[src/hw/rtl/frustum_cull_screen_projector_unit_defines.svh]
// ----------------------------------------------------------------------------
// Frustum cull screen projector: assertion macros
// Concurrent checks on clk; they compile away when SYNTHESIS is set.
// ----------------------------------------------------------------------------
`ifndef FRUSTUM_CULL_SCREEN_PROJECTOR_UNIT_DEFINES_SVH
`define FRUSTUM_CULL_SCREEN_PROJECTOR_UNIT_DEFINES_SVH
`ifndef SYNTHESIS
// check outside reset
`define FCSP_ASSERT(lbl, prop, msg) \
  lbl: assert property (@(posedge clk) disable iff (!rst_n) prop) else $error(msg);
// check that also holds while reset is applied
`define FCSP_ASSERT_RST(lbl, prop, msg) \
  lbl: assert property (@(posedge clk) prop) else $error(msg);
`else
`define FCSP_ASSERT(lbl, prop, msg)
`define FCSP_ASSERT_RST(lbl, prop, msg)
`endif
`endif

[src/hw/rtl/fcsp_pkg.sv]
// ----------------------------------------------------------------------------
// Frustum cull screen projector package
// Shared widths, register indexes, request codes and reset values.
// ----------------------------------------------------------------------------
package fcsp_pkg;

  localparam int COORD_W         = 32;
  localparam int SCREEN_W        = 13;
  localparam int CFG_IDX_W       = 2;
  localparam int ENTRY_IDX_W     = 4;
  localparam int MAT_ENTRIES     = 16;
  localparam int Q_BITS          = 14;
  localparam int DEF_FRAC_BITS   = 16;
  localparam int DEF_PLANE_TESTS = 5;

  localparam logic [CFG_IDX_W-1:0] REG_SCREEN_WIDTH  = 2'd0;
  localparam logic [CFG_IDX_W-1:0] REG_SCREEN_HEIGHT = 2'd1;

  localparam logic ACT_LOAD  = 1'b0;
  localparam logic ACT_POINT = 1'b1;

  localparam logic [SCREEN_W-1:0] RST_SCREEN_WIDTH  = 13'd800;
  localparam logic [SCREEN_W-1:0] RST_SCREEN_HEIGHT = 13'd600;

  // signed clip value width: product less fraction, plus headroom for sums
  function automatic int clip_width(input int frac);
    return 2 * COORD_W - frac + 3;
  endfunction

endpackage

[src/hw/rtl/fcsp_viewport.sv]
// ----------------------------------------------------------------------------
// Viewport setup
// Plane tests, then scaled numerators s*a + cw and the divisor 2*cw over
// three register stages.
// ----------------------------------------------------------------------------
module fcsp_viewport
  import fcsp_pkg::*;
#(
  parameter int FRAC_BITS   = DEF_FRAC_BITS,
  parameter int PLANE_TESTS = DEF_PLANE_TESTS,
  localparam int CW = clip_width(FRAC_BITS),
  localparam int NW = CW + SCREEN_W + 1
) (
  input  logic                 clk,
  input  logic                 rst_n,
  input  logic                 clip_valid,
  input  logic signed [CW-1:0] clip_x,
  input  logic signed [CW-1:0] clip_y,
  input  logic signed [CW-1:0] clip_z,
  input  logic signed [CW-1:0] clip_w,
  input  logic [SCREEN_W-1:0]  screen_width,
  input  logic [SCREEN_W-1:0]  screen_height,
  input  logic                 dn_rdy,
  output logic                 up_rdy,
  output logic                 vp_valid,
  output logic                 vp_visible,
  output logic [NW-1:0]        vp_num_x,
  output logic [NW-1:0]        vp_num_y,
  output logic [CW-1:0]        vp_den,
  output logic [SCREEN_W-1:0]  vp_lim_x,
  output logic [SCREEN_W-1:0]  vp_lim_y
);

  localparam int HW = CW - COORD_W;

  logic signed [CW-1:0] px, mx, py, my, mz;
  logic vis_c;
  logic ve_r, vf_r, vg_r;
  logic en_e, en_f, en_g;
  logic vis_e_r, vis_f_r, vis_g_r;
  logic [CW-1:0] ax_e_r, ay_e_r, cw_e_r, cw_f_r, den_g_r;
  logic [SCREEN_W-1:0] sw_e_r, sh_e_r, sw_f_r, sh_f_r, sw_g_r, sh_g_r;
  logic [COORD_W+SCREEN_W-1:0] lox_f_r, loy_f_r;
  logic [HW+SCREEN_W-1:0] hix_f_r, hiy_f_r;
  logic [NW-1:0] nx_g_r, ny_g_r;

  assign px = clip_w + clip_x;
  assign mx = clip_w - clip_x;
  assign py = clip_w + clip_y;
  assign my = clip_w - clip_y;
  assign mz = clip_w - clip_z;
  assign vis_c = (clip_w != '0) && !px[CW-1] && !mx[CW-1] && !py[CW-1] &&
                 !my[CW-1] && !clip_z[CW-1] && (PLANE_TESTS < 6 || !mz[CW-1]);

  assign en_g = !vg_r || dn_rdy;
  assign en_f = !vf_r || en_g;
  assign en_e = !ve_r || en_f;
  assign up_rdy = en_e;

  always_ff @(posedge clk) begin
    if (!rst_n) begin
      ve_r <= 1'b0;
      vf_r <= 1'b0;
      vg_r <= 1'b0;
    end else begin
      if (en_e) ve_r <= clip_valid;
      if (en_f) vf_r <= ve_r;
      if (en_g) vg_r <= vf_r;
    end
  end

  always_ff @(posedge clk) begin
    if (en_e) begin
      vis_e_r <= vis_c;
      ax_e_r  <= px;
      ay_e_r  <= my;
      cw_e_r  <= clip_w;
      sw_e_r  <= screen_width;
      sh_e_r  <= screen_height;
    end
    // split the wide operand so each multiply has a factor of at most 32 bits
    if (en_f) begin
      vis_f_r <= vis_e_r;
      lox_f_r <= sw_e_r * ax_e_r[COORD_W-1:0];
      hix_f_r <= sw_e_r * ax_e_r[CW-1:COORD_W];
      loy_f_r <= sh_e_r * ay_e_r[COORD_W-1:0];
      hiy_f_r <= sh_e_r * ay_e_r[CW-1:COORD_W];
      cw_f_r  <= cw_e_r;
      sw_f_r  <= sw_e_r;
      sh_f_r  <= sh_e_r;
    end
    if (en_g) begin
      vis_g_r <= vis_f_r;
      nx_g_r  <= (NW'(hix_f_r) << COORD_W) + NW'(lox_f_r) + NW'(cw_f_r);
      ny_g_r  <= (NW'(hiy_f_r) << COORD_W) + NW'(loy_f_r) + NW'(cw_f_r);
      den_g_r <= {cw_f_r[CW-2:0], 1'b0};
      sw_g_r  <= sw_f_r;
      sh_g_r  <= sh_f_r;
    end
  end

  assign vp_valid   = vg_r;
  assign vp_visible = vis_g_r;
  assign vp_num_x   = nx_g_r;
  assign vp_num_y   = ny_g_r;
  assign vp_den     = den_g_r;
  assign vp_lim_x   = sw_g_r;
  assign vp_lim_y   = sh_g_r;

endmodule

[config.mk]
export PLATFORM = sky130hd
export DESIGN_NAME = fcsp_viewport
export DESIGN_NICKNAME = d
export VERILOG_FILES = /design/src/hw/rtl/frustum_cull_screen_projector_unit_defines.svh /design/src/hw/rtl/fcsp_pkg.sv /design/src/hw/rtl/fcsp_viewport.sv
export SDC_FILE = /design/constraint.sdc
export NUM_CORES = 2
export LEC_CHECK = 0
export ABC_AREA = 1
export BUFFER_PORTS_ARGS = -buffer_cell sky130_fd_sc_hd__buf_2
export CAP_MARGIN = 20
export CORE_MARGIN = 4
export CORE_UTILIZATION = 55
export DETAILED_ROUTE_END_ITERATION = 10
export PLACE_DENSITY = 0.76
export SYNTH_ARGS = -nofsm -noshare
export SYNTH_HDL_FRONTEND = slang
export SYNTH_SLANG_ARGS = --single-unit
export TNS_END_PERCENT = 30
[constraint.sdc]
create_clock -name clk -period 17.2 [get_ports clk]
set_clock_uncertainty 0.05 [all_clocks]
set_input_delay 4.3 -clock clk [delete_from_list [all_inputs] [get_ports clk]]
set_output_delay 4.3 -clock clk [all_outputs]
set_load 0.01 [all_outputs]
==> summary by stage <==
Synthesis
The async set-or-reset flop fraction in the synthesized netlist is 0. The adder-cell share of the synthesized area is 0.365. The number of flops mapped to enable cells by yosys is approximately 620. The Yosys warning count is 0. Of the total synthesized cell area, the portion taken by XOR and XNOR cells is 0.0329. By count the netlist is led by sky130_fd_sc_hd__inv_1, sky130_fd_sc_hd__nand2_1, sky130_fd_sc_hd__fa_1, sky130_fd_sc_hd__ha_1, sky130_fd_sc_hd__nor2_1.

For this run, the leading register cell type out of synthesis is sky130_fd_sc_hd__edfxtp_1. The complex-gate fraction of the synthesized area is 0.0712. The number of nets in the synthesized netlist is 12200. The number of instances in the synthesized netlist is 10200. By area the synthesized netlist is led by sky130_fd_sc_hd__fa_1, sky130_fd_sc_hd__edfxtp_1, sky130_fd_sc_hd__inv_1, sky130_fd_sc_hd__nand2_1, sky130_fd_sc_hd__ha_1. The most frequent cell after synthesis is sky130_fd_sc_hd__inv_1. Averaged over all synthesized cells, the footprint is 8.11 µm². By area, the combinational part of the netlist is dominated by adder cells.

The sequential area share after synthesis is 0.226. The synthesized netlist contains 58 unique library cells. The post-synthesis cell type with the largest combined area is sky130_fd_sc_hd__fa_1. The top-area cell type share of the netlist area is 0.258.

After synthesis the cells add up to around 83000 µm². The simple-gate area share of the yosys netlist is 0.176. The multiplexer fraction of the synthesized cell area is 0. After synthesis the netlist holds a flip-flop and latch count of around 620.

Drt
For this run, design rule violations remaining after detail routing come to 0. For this block, the routed nets add up to 271000 µm of wire. The detailed-routing iteration count for the pre-antenna-repair pass is 8. The post-route antenna net violation count is 0. The post-detailed-route via-to-cell ratio is roughly 5.5. The first routing iteration left 6493 violations. The final routed wire length divided by cell count is ~22 µm. The count of vias placed by the detailed router is between 60000 and 70000.

Timing
Setup violations remaining at the end of the flow were counted as 0. The sum of negative setup slack is 0 ps. The top achievable clock speed is between 90 and 100 MHz. The worst pin sits at a relative slew slack of 0.279.

Setup repair after global routing left no endpoint under its margin. The final hold violation count is 0. The number of pins with negative max-slew slack in the final report was 0.

The period utilization is 0.606. For the pin with the worst max-slew slack, the measured transition is between 1000 and 1500 ps. The final critical delay including setup and external delays is 10420 ps.

Critical path
In this run the register-to-register setup slack is 10670 ps. Along the worst path, the maximum fanout reaches 62. The worst register-to-register path begins at sw_e_r[7]. The worst setup path category is in2out. STA classifies the critical path endpoint as an output pin. The element type at the critical path start is a primary input. The worst setup path startpoint is dn_rdy. The required time reported for the critical path endpoint is 12850 ps. At the worst endpoint, the arrival time is 6070 ps.

CTS
The clock latency at the later pin of the worst-skew pair is 660 ps. CTS placed an instance of sky130_fd_sc_hd__clkbuf_16 at the clock tree root. The tree built by TritonCTS fans out to 622 sinks. Buffers inserted during clock tree synthesis total 69.

After clock tree synthesis, the repair step resized 0 gates. The clock slew seen by the registers of the worst setup and hold paths is 60 ps. Buffers inserted to repair hold after CTS numbered 0. The deepest level of the CTS H-tree is 3. Post-CTS timing repair inserted 0 buffers for setup.

The clock tree from TritonCTS is built. The clock passes through at most 3 buffers.

Die
444 I/O pins were placed. From bottom edge to top edge, the die measures 396 µm. The number of rows in the core area is 142.

The starting utilization of the core area is 0.553. The core region is 150000 µm². The die footprint is 157000 µm². The width of the die is 396 µm.

Global route
The via count of the first global-routing pass came to roughly 70000. The pin count of the biggest net entering global routing is 115. Summed over all layers, the global routing overflow is 0. The first-pass GRT wire length is about 410000 µm. The number of antenna violations at the first check in global routing is 24.

The total track usage is 0.346.

Final layout
The post-synthesis to final-layout area growth is 7.31%. The share of final-layout standard cells stronger than drive strength 1 is 0.0603. After the last flow step, the layout net total stands at 12400.

Placement
The wire-length estimate of the detail-placed layout is 225000 µm. The placer congestion estimate is just over 1. In this run the tool buffered the top-level ports with 392 buffer cells.

Run status
The run finished with clean final reports.

Job
The max-cap check violation count is 0.

Min path
The startpoint of the tightest hold check path is sw_f_r[7]. The worst hold path belongs to the class reg2reg.
[layout by cell type (no fill, tap or decap), types with 8 or more instances in the layout]
master	count
sky130_fd_sc_hd__o21ai_1	21
sky130_fd_sc_hd__inv_1	2554
sky130_fd_sc_hd__nor3_1	77
sky130_fd_sc_hd__a31oi_1	45
sky130_fd_sc_hd__a21oi_2	19
sky130_fd_sc_hd__fa_1	1064
sky130_fd_sc_hd__diode_2	19
sky130_fd_sc_hd__o21a_1	27
sky130_fd_sc_hd__a21boi_0	19
sky130_fd_sc_hd__nand3_1	253
sky130_fd_sc_hd__o21ai_2	12
sky130_fd_sc_hd__xor2_1	236
sky130_fd_sc_hd__clkinv_1	13
sky130_fd_sc_hd__nor2_1	683
sky130_fd_sc_hd__nand2_2	16
sky130_fd_sc_hd__a21o_1	57
sky130_fd_sc_hd__and3_1	8
sky130_fd_sc_hd__ha_1	712
sky130_fd_sc_hd__edfxtp_1	619
sky130_fd_sc_hd__a21oi_1	486
sky130_fd_sc_hd__buf_4	34
sky130_fd_sc_hd__o21bai_1	64
sky130_fd_sc_hd__clkinvlp_4	8
sky130_fd_sc_hd__nand4_1	62
sky130_fd_sc_hd__clkbuf_16	70
sky130_fd_sc_hd__nor4_1	32
sky130_fd_sc_hd__a211oi_1	9
sky130_fd_sc_hd__nor2_2	16
sky130_fd_sc_hd__nand2_1	2437
sky130_fd_sc_hd__buf_2	392
sky130_fd_sc_hd__xnor2_1	75
sky130_fd_sc_hd__inv_2	8
sky130_fd_sc_hd__o21ai_0	253
[metrics by stage]
stage	area, µm²	utilization	hold WS, ps	cells	setup slack (ps)
after floorplan	82700	-	350	10200	1810
after global placement	86400	0.578	350	12400	6800
after detailed placement	86400	0.578	355	12400	6740
after CTS	88700	0.593	369	12500	6740
after global routing	88700	0.593	373	12500	6640
final	88700	0.593	365	12500	6780
[worst paths after layout]
check | to | cells after the start
setup / recovery | up_rdy | 6
hold / removal | vp_lim_x[7] | 0
setup reg to reg | lox_f_r[42] | 19
hold reg to reg | vp_lim_x[7] | 0
[final cells by class]
type | count | area, µm²
tap | 2016 | 2520
clock buffer | 77 | 1780
clock inverter | 46 | 448
antenna | 19 | 47.5
multi-input combinational | 6747 | 53400
sequential | 622 | 18600
inverter | 2563 | 9630
timing repair buffer | 427 | 2240
fill | 13500 | 60900
[critical path, stage by stage]
cell and delay, ps:
sky130_fd_sc_hd__buf_2 100, sky130_fd_sc_hd__inv_1 130, sky130_fd_sc_hd__nand2_8 330, sky130_fd_sc_hd__nor2_1 580
sky130_fd_sc_hd__nand2_4 340, sky130_fd_sc_hd__buf_2 270
[registers in the layout, indices dropped and copies added, names as in the netlist, 45 cells and up]
name      flops
vp_num_x     65
cw_e_r       51
ay_e_r       51
vp_num_y     65
ax_e_r       51
lox_f_r      45
loy_f_r      45
vp_den       50
cw_f_r       51
[kinds of logic (layout without fill, tap and decap cells)]
| family | count (synthesis) | count (layout) |
|---|---|---|
| buffers and inverters | 2829 | 3113 |
| and+or+nand+nor | 3624 | 3624 |
| adders and majority gates | 1776 | 1776 |
| DFF | 622 | 622 |
| other | 1 | 20 |
| AOI/OAI and AO/OA | 1035 | 1035 |
| xor gates and xnor gates | 311 | 311 |
[metal layers]
metal | part of all wire | track usage
met3 | 0.12 | 0.105
met4 | 0.046 | 0.143
met2 | 0.43 | 0.526
met1 | 0.40 | 0.463
met5 | 0.000066 | 0.0108
Power is not shown: default switching activity piles up to over one toggle a cycle in this logic, so the estimate is an artifact.
